<file path="config.mk">
export PLATFORM = sky130hd
export DESIGN_NAME = go_back_n_sender
export DESIGN_NICKNAME = d
export VERILOG_FILES = /design/src/hw/rtl/gbn_pkg.sv /design/src/hw/rtl/gbn_div.sv /design/src/hw/rtl/gbn_ring.sv /design/src/hw/rtl/go_back_n_sender.sv
export SDC_FILE = /design/constraint.sdc
export NUM_CORES = 2
export LEC_CHECK = 0
export ABC_CLOCK_PERIOD_IN_PS = 15200
export BUFFER_PORTS_ARGS = -buffer_cell sky130_fd_sc_hd__buf_2
export CORE_ASPECT_RATIO = 1.2
export CORE_MARGIN = 1.5
export CORE_UTILIZATION = 36
export DETAILED_ROUTE_END_ITERATION = 8
export GPL_TIMING_DRIVEN = 0
export PLACE_DENSITY_LB_ADDON = 0.3
export SETUP_SLACK_MARGIN = 0.3
export SKIP_LAST_GASP = 1
export SLEW_MARGIN = 20
export SYNTH_ARGS = -nofsm -noshare
export SYNTH_HDL_FRONTEND = slang
export SYNTH_SLANG_ARGS = --single-unit
</file>
<file path="constraint.sdc">
create_clock -name clk -period 15.2 [get_ports clk]
set_input_delay 0 -clock clk [delete_from_list [all_inputs] [get_ports clk]]
set_output_delay 0 -clock clk [all_outputs]
set_load 0.01 [all_outputs]
</file>
<file path="src/hw/rtl/gbn_pkg.sv">
// ----------------------------------------------------------------------------
// gbn_pkg
// Shared types, codes and constants of the Go-Back-N sender.
// ----------------------------------------------------------------------------
package gbn_pkg;

  localparam int WINDOW_MAX_DEF = 16;
  localparam int BUFFER_MAX_DEF = 64;

  // timer and retry constants
  localparam logic [32:0] TIMEOUT_FIRST = 33'd100000;
  localparam logic [32:0] TIMEOUT_RETX  = 33'd300000;
  localparam logic [15:0] SEQ_EARLY     = 16'd10;
  localparam logic [2:0]  RETRY_LIMIT   = 3'd5;
  localparam logic [2:0]  RETRY_SAT     = 3'd7;

  // divider widths
  localparam int DVD_W = 49;
  localparam int DVS_W = 17;
  localparam int DCW   = 6;

  // configuration register indexes
  localparam logic [1:0] CFG_WIN_LIMIT  = 2'd0;
  localparam logic [1:0] CFG_BUF_LIMIT  = 2'd1;
  localparam logic [1:0] CFG_ACK_TARGET = 2'd2;

  // result kinds
  localparam logic [2:0] KIND_NONE    = 3'd0;
  localparam logic [2:0] KIND_SEND    = 3'd1;
  localparam logic [2:0] KIND_RETX    = 3'd2;
  localparam logic [2:0] KIND_TAKEN   = 3'd3;
  localparam logic [2:0] KIND_IGNORED = 3'd4;

  typedef struct packed {
    logic        func;
    logic [15:0] ack_seq;
    logic [31:0] now_time;
  } in_t;

  typedef struct packed {
    logic [2:0]  kind;
    logic [15:0] seq;
    logic        last;
    logic        done_res;
    logic        failed;
    logic [31:0] rtt_average;
    logic [15:0] acked_total;
  } out_t;

  typedef struct packed {
    logic [15:0] seq;
    logic [31:0] start;
    logic [32:0] timeout;
    logic [2:0]  retries;
  } entry_t;

  typedef enum logic [3:0] {
    ST_IDLE,
    ST_ACK_RD,
    ST_ACK_CHK,
    ST_ACK_MUL,
    ST_ACK_DIV,
    ST_ACK_FIN,
    ST_TICK,
    ST_SCAN_RD,
    ST_SCAN,
    ST_RTX_RD,
    ST_RTX,
    ST_RTX_DIV,
    ST_RTX_WB,
    ST_OUT_RD,
    ST_OUT
  } state_t;

endpackage

</file>
<file path="src/hw/rtl/gbn_div.sv">
// ----------------------------------------------------------------------------
// gbn_div
// Restoring divider, one quotient bit per cycle.
// ----------------------------------------------------------------------------
module gbn_div (
  input  logic                      clk,
  input  logic                      rst,
  input  logic                      start,
  input  logic [gbn_pkg::DVD_W-1:0] dividend,
  input  logic [gbn_pkg::DVS_W-1:0] divisor,
  output logic                      done,
  output logic [gbn_pkg::DVD_W-1:0] quotient
);

  logic                      busy;
  logic [gbn_pkg::DCW-1:0]   cnt;
  logic [gbn_pkg::DVS_W:0]   rem;
  logic [gbn_pkg::DVS_W:0]   rem_sh;
  logic [gbn_pkg::DVS_W:0]   rem_next;
  logic [gbn_pkg::DVS_W-1:0] dvs;
  logic [gbn_pkg::DVD_W-1:0] quo;
  logic                      qbit;

  always_comb begin
    rem_sh   = {rem[gbn_pkg::DVS_W-1:0], quo[gbn_pkg::DVD_W-1]};
    qbit     = rem_sh >= {1'b0, dvs};
    rem_next = qbit ? rem_sh - {1'b0, dvs} : rem_sh;
  end

  always_ff @(posedge clk) begin
    if (rst) begin
      busy <= 1'b0;
      done <= 1'b0;
    end else begin
      done <= 1'b0;
      if (start) begin
        busy <= 1'b1;
        cnt  <= gbn_pkg::DCW'(gbn_pkg::DVD_W);
        rem  <= '0;
        quo  <= dividend;
        dvs  <= divisor;
      end else if (busy) begin
        rem <= rem_next;
        quo <= {quo[gbn_pkg::DVD_W-2:0], qbit};
        cnt <= cnt - 1'b1;
        if (cnt == gbn_pkg::DCW'(1)) begin
          busy <= 1'b0;
          done <= 1'b1;
        end
      end
    end
  end

  assign quotient = quo;

endmodule

</file>
<file path="src/hw/rtl/gbn_ring.sv">
// ----------------------------------------------------------------------------
// gbn_ring
// Window entry memory, one write and one registered read port.
// ----------------------------------------------------------------------------
module gbn_ring #(
  parameter int DEPTH = gbn_pkg::WINDOW_MAX_DEF,
  parameter int AW    = 4
) (
  input  logic            clk,
  input  logic            we,
  input  logic [AW-1:0]   waddr,
  input  gbn_pkg::entry_t wdata,
  input  logic [AW-1:0]   raddr,
  output gbn_pkg::entry_t rdata
);

  gbn_pkg::entry_t mem [DEPTH];

  always_ff @(posedge clk) begin
    if (we) begin
      mem[waddr] <= wdata;
    end
    rdata <= mem[raddr];
  end

endmodule

</file>
<file path="src/hw/rtl/go_back_n_sender.sv">
// ----------------------------------------------------------------------------
// go_back_n_sender - Go-Back-N ARQ sender, one request at a time
// Ack: an in-order ack that matches the head entry updates the RTT through
//   the 49-step shared divider; each result waits on out_ready.
// Tick: scans the N entries in flight; a timeout resends the whole window,
//   with a divide per entry once any ack was taken.
// Sync reset: counters and flags clear, base 1; entry memory is not cleared.
// ----------------------------------------------------------------------------
module go_back_n_sender #(
  parameter int WINDOW_MAX = gbn_pkg::WINDOW_MAX_DEF,
  parameter int BUFFER_MAX = gbn_pkg::BUFFER_MAX_DEF
) (
  input  logic          clk,
  input  logic          rst,
  input  logic          in_valid,
  output logic          in_ready,
  input  gbn_pkg::in_t  in_data,
  output logic          out_valid,
  input  logic          out_ready,
  output gbn_pkg::out_t out_data,
  input  logic          cfg_we,
  input  logic [1:0]    cfg_index,
  input  logic [15:0]   cfg_data
);

  localparam int AW  = (WINDOW_MAX > 1) ? $clog2(WINDOW_MAX) : 1;
  localparam int CW  = $clog2(WINDOW_MAX + 1);
  localparam int BCW = $clog2(BUFFER_MAX + 1);

  gbn_pkg::state_t state, state_next;

  // configuration
  logic [4:0]  win_limit;
  logic [6:0]  buf_limit;
  logic [15:0] ack_target;

  // protocol state
  logic [15:0]    next_seq;
  logic [BCW-1:0] buffered;
  logic [CW-1:0]  in_flight;
  logic [15:0]    base;
  logic [AW-1:0]  head;
  logic [31:0]    rtt;
  logic [15:0]    acked;
  logic           failed;

  // per-request working registers
  gbn_pkg::in_t    req;
  logic [CW-1:0]   cnt;       // walk index through the window
  logic [CW-1:0]   rtx_n;     // retransmit results to deliver
  logic            head_vld;  // leading result still pending
  logic [2:0]      head_kind;
  logic [15:0]     head_seq;
  logic            snd;
  logic            expired;
  gbn_pkg::entry_t ent;
  logic [31:0]     e_r;
  logic [47:0]     mul_r;

  // memory and divider hookup
  logic            mem_we;
  logic [AW-1:0]   waddr;
  logic [AW-1:0]   raddr;
  gbn_pkg::entry_t wdata;
  gbn_pkg::entry_t rdata;
  logic                      div_start;
  logic                      div_done;
  logic [gbn_pkg::DVD_W-1:0] div_dvd;
  logic [gbn_pkg::DVS_W-1:0] div_dvs;
  logic [gbn_pkg::DVD_W-1:0] div_q;

  // ---------------------------------------------------------------------------
  // combinational helpers
  // ---------------------------------------------------------------------------
  logic          is_done;
  logic          ack_ok;
  logic [CW:0]   rd_sum, wr_sum;
  logic [AW-1:0] rd_slot, tick_slot, head_inc;
  logic [AW:0]   head_sum;
  logic [CW-1:0] wlim;
  logic [BCW-1:0] blim;
  logic           gen, send, behind;
  logic [BCW-1:0] buf1;
  logic [15:0]    nseq1, s, d;
  logic [31:0]    elapsed;
  logic [31:0]    div_sat;
  logic [32:0]    rtx_sum;
  logic [2:0]     ret_new;

  always_comb begin
    is_done = (acked >= ack_target) || failed;
    ack_ok  = !is_done && (in_data.ack_seq == base);

    // ring slots, wrap by one compare and subtract
    rd_sum  = (CW+1)'(head) + (CW+1)'(cnt);
    rd_slot = (rd_sum >= (CW+1)'(WINDOW_MAX)) ? AW'(rd_sum - (CW+1)'(WINDOW_MAX))
                                              : AW'(rd_sum);
    wr_sum    = (CW+1)'(head) + (CW+1)'(in_flight);
    tick_slot = (wr_sum >= (CW+1)'(WINDOW_MAX)) ? AW'(wr_sum - (CW+1)'(WINDOW_MAX))
                                                : AW'(wr_sum);
    head_sum  = (AW+1)'(head) + (AW+1)'(1);
    head_inc  = (head_sum == (AW+1)'(WINDOW_MAX)) ? '0 : AW'(head_sum);

    // register values above the build limits act as the limits
    wlim = (32'(win_limit) > WINDOW_MAX) ? CW'(WINDOW_MAX) : CW'(win_limit);
    blim = (32'(buf_limit) > BUFFER_MAX) ? BCW'(BUFFER_MAX) : BCW'(buf_limit);

    // tick: generate, then send the oldest buffered number
    gen    = ((BCW+1)'(buffered) + (BCW+1)'(1)) < (BCW+1)'(blim);
    buf1   = gen ? buffered + 1'b1 : buffered;
    nseq1  = gen ? next_seq + 16'd1 : next_seq;
    send   = (buf1 != '0) && (in_flight < wlim);
    s      = nseq1 - 16'(buf1) + 16'd1;
    d      = base - s;
    behind = (d != 16'd0) && !d[15];   // already acked, no window entry

    elapsed = req.now_time - rdata.start;
    div_sat = (|div_q[gbn_pkg::DVD_W-1:32]) ? 32'hFFFF_FFFF : div_q[31:0];
    rtx_sum = {1'b0, rtt} + {1'b0, div_q[31:0]};
    ret_new = (ent.retries == gbn_pkg::RETRY_SAT) ? ent.retries : ent.retries + 3'd1;
  end

  // ---------------------------------------------------------------------------
  // next state
  // ---------------------------------------------------------------------------
  always_comb begin
    state_next = state;
    case (state)
      gbn_pkg::ST_IDLE: begin
        if (in_valid) begin
          if (in_data.func) begin
            if (ack_ok) begin
              state_next = (in_flight != '0) ? gbn_pkg::ST_ACK_RD : gbn_pkg::ST_ACK_FIN;
            end else begin
              state_next = gbn_pkg::ST_OUT;
            end
          end else begin
            state_next = is_done ? gbn_pkg::ST_OUT : gbn_pkg::ST_TICK;
          end
        end
      end
      gbn_pkg::ST_ACK_RD:  state_next = gbn_pkg::ST_ACK_CHK;
      gbn_pkg::ST_ACK_CHK: begin
        state_next = (rdata.seq == req.ack_seq) ? gbn_pkg::ST_ACK_MUL : gbn_pkg::ST_ACK_FIN;
      end
      gbn_pkg::ST_ACK_MUL: state_next = gbn_pkg::ST_ACK_DIV;
      gbn_pkg::ST_ACK_DIV: if (div_done) state_next = gbn_pkg::ST_ACK_FIN;
      gbn_pkg::ST_ACK_FIN: state_next = gbn_pkg::ST_OUT;
      gbn_pkg::ST_TICK:    state_next = gbn_pkg::ST_SCAN_RD;
      gbn_pkg::ST_SCAN_RD: begin
        if (cnt == in_flight) begin
          state_next = expired ? gbn_pkg::ST_RTX_RD : gbn_pkg::ST_OUT_RD;
        end else begin
          state_next = gbn_pkg::ST_SCAN;
        end
      end
      gbn_pkg::ST_SCAN:    state_next = gbn_pkg::ST_SCAN_RD;
      gbn_pkg::ST_RTX_RD: begin
        state_next = (cnt == in_flight) ? gbn_pkg::ST_OUT_RD : gbn_pkg::ST_RTX;
      end
      gbn_pkg::ST_RTX: begin
        state_next = (acked == 16'd0) ? gbn_pkg::ST_RTX_WB : gbn_pkg::ST_RTX_DIV;
      end
      gbn_pkg::ST_RTX_DIV: if (div_done) state_next = gbn_pkg::ST_RTX_WB;
      gbn_pkg::ST_RTX_WB:  state_next = gbn_pkg::ST_RTX_RD;
      gbn_pkg::ST_OUT_RD:  state_next = gbn_pkg::ST_OUT;
      gbn_pkg::ST_OUT: begin
        if (out_ready) begin
          if (head_vld) begin
            state_next = (rtx_n == '0) ? gbn_pkg::ST_IDLE : gbn_pkg::ST_OUT;
          end else begin
            state_next = out_data.last ? gbn_pkg::ST_IDLE : gbn_pkg::ST_OUT_RD;
          end
        end
      end
      default: state_next = gbn_pkg::ST_IDLE;
    endcase
  end

  // ---------------------------------------------------------------------------
  // outputs: handshake, memory port, divider operands, result fields
  // ---------------------------------------------------------------------------
  always_comb begin
    in_ready  = (state == gbn_pkg::ST_IDLE);
    out_valid = (state == gbn_pkg::ST_OUT);

    raddr  = rd_slot;
    mem_we = 1'b0;
    waddr  = rd_slot;
    wdata  = '{seq: ent.seq, start: req.now_time, timeout: '0, retries: ret_new};
    case (state)
      gbn_pkg::ST_TICK: begin
        mem_we = send && !behind;
        waddr  = tick_slot;
        wdata  = '{seq: s, start: req.now_time,
                   timeout: (s < gbn_pkg::SEQ_EARLY) ? gbn_pkg::TIMEOUT_FIRST : {rtt, 1'b0},
                   retries: 3'd0};
      end
      gbn_pkg::ST_RTX_WB: begin
        mem_we        = 1'b1;
        wdata.timeout = (ent.seq < gbn_pkg::SEQ_EARLY) ? gbn_pkg::TIMEOUT_RETX : {rtt, 1'b0};
      end
      default: ;
    endcase

    // one divider: ack average (a*rtt + e)/(a+1) or retransmit step e/a
    div_start = 1'b0;
    div_dvd   = gbn_pkg::DVD_W'(elapsed);
    div_dvs   = {1'b0, acked};
    case (state)
      gbn_pkg::ST_ACK_MUL: begin
        div_start = 1'b1;
        div_dvd   = {1'b0, mul_r} + gbn_pkg::DVD_W'(e_r);
        div_dvs   = {1'b0, acked} + gbn_pkg::DVS_W'(1);
      end
      gbn_pkg::ST_RTX: div_start = (acked != 16'd0);
      default: ;
    endcase

    out_data.kind        = head_vld ? head_kind : gbn_pkg::KIND_RETX;
    out_data.seq         = head_vld ? head_seq : rdata.seq;
    out_data.last        = head_vld ? (rtx_n == '0)
                                    : ((CW+1)'(cnt) + (CW+1)'(1) == (CW+1)'(rtx_n));
    out_data.done_res    = is_done;
    out_data.failed      = failed;
    out_data.rtt_average = rtt;
    out_data.acked_total = acked;
  end

  // ---------------------------------------------------------------------------
  // registers
  // ---------------------------------------------------------------------------
  always_ff @(posedge clk) begin
    if (rst) begin
      state       <= gbn_pkg::ST_IDLE;
      win_limit   <= 5'd16;
      buf_limit   <= 7'd30;
      ack_target  <= 16'd100;
      next_seq    <= '0;
      buffered    <= '0;
      in_flight   <= '0;
      base        <= 16'd1;
      head        <= '0;
      rtt         <= '0;
      acked       <= '0;
      failed      <= 1'b0;
      head_vld    <= 1'b0;
      cnt         <= '0;
      rtx_n       <= '0;
      snd         <= 1'b0;
      expired     <= 1'b0;
    end else begin
      state <= state_next;

      if (cfg_we) begin
        case (cfg_index)
          gbn_pkg::CFG_WIN_LIMIT:  win_limit  <= cfg_data[4:0];
          gbn_pkg::CFG_BUF_LIMIT:  buf_limit  <= cfg_data[6:0];
          gbn_pkg::CFG_ACK_TARGET: ack_target <= cfg_data;
          default: ;
        endcase
      end

      case (state)
        gbn_pkg::ST_IDLE: begin
          if (in_valid) begin
            req      <= in_data;
            cnt      <= '0;
            rtx_n    <= '0;
            snd      <= 1'b0;
            expired  <= 1'b0;
            head_vld <= 1'b1;
            if (in_data.func) begin
              head_kind <= ack_ok ? gbn_pkg::KIND_TAKEN : gbn_pkg::KIND_IGNORED;
              head_seq  <= in_data.ack_seq;
            end else begin
              head_kind <= gbn_pkg::KIND_NONE;
              head_seq  <= '0;
            end
          end
        end
        gbn_pkg::ST_ACK_CHK: begin
          e_r   <= elapsed;
          mul_r <= acked * rtt;
        end
        gbn_pkg::ST_ACK_DIV: begin
          if (div_done) begin
            rtt       <= div_sat;
            head      <= head_inc;
            in_flight <= in_flight - 1'b1;
          end
        end
        gbn_pkg::ST_ACK_FIN: begin
          base <= base + 16'd1;
          if (acked != 16'hFFFF) acked <= acked + 16'd1;
        end
        gbn_pkg::ST_TICK: begin
          next_seq <= nseq1;
          buffered <= send ? buf1 - 1'b1 : buf1;
          if (send) begin
            snd       <= 1'b1;
            head_kind <= gbn_pkg::KIND_SEND;
            head_seq  <= s;
            if (!behind) in_flight <= in_flight + 1'b1;
          end
        end
        gbn_pkg::ST_SCAN_RD: begin
          if (cnt == in_flight) begin
            cnt      <= '0;
            head_vld <= snd || !expired;
          end
        end
        gbn_pkg::ST_SCAN: begin
          if ({1'b0, elapsed} > rdata.timeout) expired <= 1'b1;
          cnt <= cnt + 1'b1;
        end
        gbn_pkg::ST_RTX_RD: begin
          if (cnt == in_flight) begin
            rtx_n <= in_flight;
            cnt   <= '0;
          end
        end
        gbn_pkg::ST_RTX: begin
          ent <= rdata;
          e_r <= elapsed;
          if (acked == 16'd0) rtt <= elapsed;
        end
        gbn_pkg::ST_RTX_DIV: begin
          if (div_done) rtt <= rtx_sum[32] ? 32'hFFFF_FFFF : rtx_sum[31:0];
        end
        gbn_pkg::ST_RTX_WB: begin
          cnt <= cnt + 1'b1;
          if (ret_new > gbn_pkg::RETRY_LIMIT) failed <= 1'b1;
        end
        gbn_pkg::ST_OUT: begin
          if (out_ready) begin
            if (head_vld) head_vld <= 1'b0;
            else cnt <= cnt + 1'b1;
          end
        end
        default: ;
      endcase
    end
  end

  gbn_ring #(
    .DEPTH (WINDOW_MAX),
    .AW    (AW)
  ) u_ring (
    .clk   (clk),
    .we    (mem_we),
    .waddr (waddr),
    .wdata (wdata),
    .raddr (raddr),
    .rdata (rdata)
  );

  gbn_div u_div (
    .clk      (clk),
    .rst      (rst),
    .start    (div_start),
    .dividend (div_dvd),
    .divisor  (div_dvs),
    .done     (div_done),
    .quotient (div_q)
  );

`ifndef SYNTHESIS
  a_no_overlap: assert property (@(posedge clk) disable iff (rst)
    !(in_ready && out_valid))
    else $error("request taken while a result is pending");

  a_window_bound: assert property (@(posedge clk) disable iff (rst)
    32'(in_flight) <= WINDOW_MAX)
    else $error("in-flight count above window depth");

  a_div_owner: assert property (@(posedge clk) disable iff (rst)
    div_done |-> (state == gbn_pkg::ST_ACK_DIV || state == gbn_pkg::ST_RTX_DIV))
    else $error("divider finished outside a divide state");
`endif

endmodule

</file>
==> results.yml <==
clock_network:
  clock_sinks: 1810
  clock_latency_ns: 0.88
  clk_pin_slew_ns: 0.06
  clock_path_buffers: 4
  htreeDepth: 4
  cts_resized: 0
  cts_root_buf: "clkbuf_16"
  cts_tree: "done"
  cts_buffers: 187
placement:
  dpl.cell_count: 11130
  place.port_buffers: 142
  dp_hpwl_um: 211700
  gp_congestion: 0.9248
  placed_area_mm2: 0.1021
timing:
  worst_slew_pin_slew_ns: 1.240
  finalSetupTns_ns: 0
  clock_skew_ns: 0.09309
  hold-worst-slack_ns: 0.05410
  hold_viol_final: 0
  fin_crit_ns: 11.21
  setup_viol: 0
  min_period_over_period_pct: 73.76
  rsz0062_at_grt: "no"
  maxSlewViolCount: 0
  slew-limit-headroom_pct: 16.71
  clock.fmax_mhz: 89.19
layout:
  multiInputGateArea_mm2: 0.03931
  drive_gt1_share_pct: 14.69
  num-nets-final: 8880
  seqCellArea_mm2: 0.05208
  layout_commonest_cell: "edfxtp_1"
  layout_common_cells: "edfxtp_1, nand2_1, inv_1, fa_1, buf_2"
  final_cell_count_no_fill: 11625
  area_growth_pct: 15.85
  fillers: 24144
  final_area_mm2: 0.1098
min_path:
  hold_start: "in_data[39]"
  holdPathEnd: "head_seq[7]"
  hp-class: "input port to flop"
  min_path_cells: 4
worst_setup_path:
  r2r_start: "buffered[1]"
  reg2reg_depth: 42
  arrival_ns: 11.76
  reg2reg_setup_slack_ns: 3.99
  timing.rr.end: "u_ring.mem[15][30]"
  path_max_fanout: 10
  end_kind: "flop"
  cp_slowest_cell: "nor4_2"
  start_kind: "flop"
  cp.required_ns: 15.75
  critical_path.startpoint: "buffered[1]"
  cp_common_cell: "buf_2"
  critPathKind: "flop to flop"
  slowest_delay_ns: 0.62
logic_synthesis:
  synth_area_per_cell_um2: 13.10
  ys_warn_count: 0
  synth_cell_types: 99
  syn_nets: 8078
  synth_area_mm2: 0.09479
  async_flop_share_pct: 0
  syn_inst: 7237
  ys_seq_elements: 1810
  ys_seq_area_share_pct: 54.94
  ys.flop_type: "edfxtp_1"
  synth-edff-count: 1583
power:
  ir_worst_vdd_v: 0.0001068
  p_total_uw: 13300
  p_leak_uw: 0.04082
  cellPowerDensity_mw_per_mm2: 121.1
routing:
  dr_total_vias: 61472
  wl_per_cell_um: 23.86
  drt_iter0_markers: 5363
  ant_nets: 0
  routed_wl_um: 277300
  via_per_inst: 5.288
  first_pass_iters: 6
  drc: 0
die:
  dieWidth_um: 471.4
  die_area_mm2: 0.2664
  rows: 206
  die-height_um: 565.1
  core_area_mm2: 0.2621
  start_util_pct: 36.16
  ioPinCount: 144
outcome:
  status: "complete, no violations"
global_routing:
  overflow: 0
  grt_usage_pct: 20.70
  grt_pass1_wl_um: 414100
  grtUsageMet1_pct: 25.79
  grt_max_degree: 24
  grt_use_met3_pct: 2.680
  antenna_found_initial: 11
  grtUsageMet2_pct: 36.24
  globalRoute.busiestLayer: "met2"
  grt_pass1_vias: 64294
flow_run:
  maxCapViolCount: 0
==> power breakdown <==
group	total [uW]	internal (uW)	switching (uW)
combinational	2750	979	1770
clock	4670	2710	1960
sequential	5870	5710	167
==> stage by stage <==
stage / utilization (%) / setup WS [ns]
finish: 41.90 / 3.988
global route: 41.89 / 3.315
CTS: 41.87 / 3.990
detailed placement: 38.95 / 4.090
global placement: 38.07 / -10.66
floorplan: - / -0.1416
==> cells by family after synthesis <==
family	Yosys count	synth area share, %
DFF	1810	54.94
buffers and inverters	971	3.891
muxes	388	8.506
and+or+nand+nor	2035	9.760
AOI/OAI and AO/OA	956	6.489
xor gates and xnor gates	306	2.858
adders and majority gates	771	13.55
==> cell type report <==
class,instances,area share (%)
flip-flops and latches,1810,47.42
multi-input cells,4456,35.80
clock buffers,238,4.604
well taps,3432,3.910
repair buffers,613,3.882
inverters,591,2.020
plain buffers,380,1.357
clock inverters,99,0.9924
diodes,6,0.01367
==> worst max-delay path, delay by kind of cell, from the launching register on <==
| kind | cells | cell delay [ns] |
|---|---|---|
| multiplexers | 1 | 0.47 |
| AO/OA/AOI/OAI | 8 | 1.64 |
| XOR/XNOR | 2 | 0.76 |
| adder cells (fa/ha/maj) | 7 | 2.15 |
| buffers and inverters | 14 | 3.20 |
| flip-flops | 1 | 0.46 |
| AND/OR/NAND/NOR | 10 | 2.22 |
==> synthesized netlist by cell type (75+ instances only) <==
cell / instances / share of area [%]
a21o_1: 106 / 0.84
nand3_1: 75 / 0.40
a31oi_1: 127 / 0.84
nand2_1: 1050 / 4.2
nor2_1: 313 / 1.2
xor2_1: 128 / 1.2
edfxtp_1: 1583 / 50
xnor2_1: 175 / 1.6
and3_1: 123 / 0.81
buf_1: 81 / 0.32
a21oi_1: 227 / 1.2
and2_1: 189 / 1.2
ha_1: 342 / 4.5
inv_1: 591 / 2.3
fa_1: 427 / 9.0
dfxtp_1: 227 / 4.8
o21ai_0: 187 / 0.99
mux4_2: 332 / 7.9
clkbuf_1: 284 / 1.1
==> timing repair <==
item	CTS	global route
endpoints found under the setup margin	0	0
hold buffers	151	0
setup buffers	0	0
endpoints found under the hold margin	110	0
==> state kept, by name, summed over array words and instances, names as in the netlist, 17 cells and up <==
| register | count |
|---|---|
| mul_r | 48 |
| e_r | 32 |
| u_div.quotient | 49 |
| u_ring.mem | 1328 |
| u_ring.rdata | 83 |
| rtt | 32 |
| u_div.dvs | 17 |
| ent | 19 |
| req | 48 |
| u_div.rem | 17 |
==> routing by layer <==
metal | wire (um) | vias up | share of wire, %
met5 | 32 | - | 0.012
met4 | 12350 | 4 | 4.5
met3 | 15710 | 498 | 5.7
met2 | 138300 | 2019 | 50
met1 | 111000 | 31402 | 40
li1 | - | 27549 | -
==> worst max path at each step <==
stage,slack [ns],end,depth (start not counted)
finish,3.99,u_ring.mem[15][30],42
global route,3.31,u_ring.mem[15][28],44
CTS,3.99,u_ring.mem[15][30],42
detailed placement,4.09,u_ring.mem[8][29],43
global placement,-10.66,u_ring.mem[15][28],34
floorplan,-0.14,u_ring.mem[5][0],36
No activity file was read; power rests on OpenSTA's default activity.
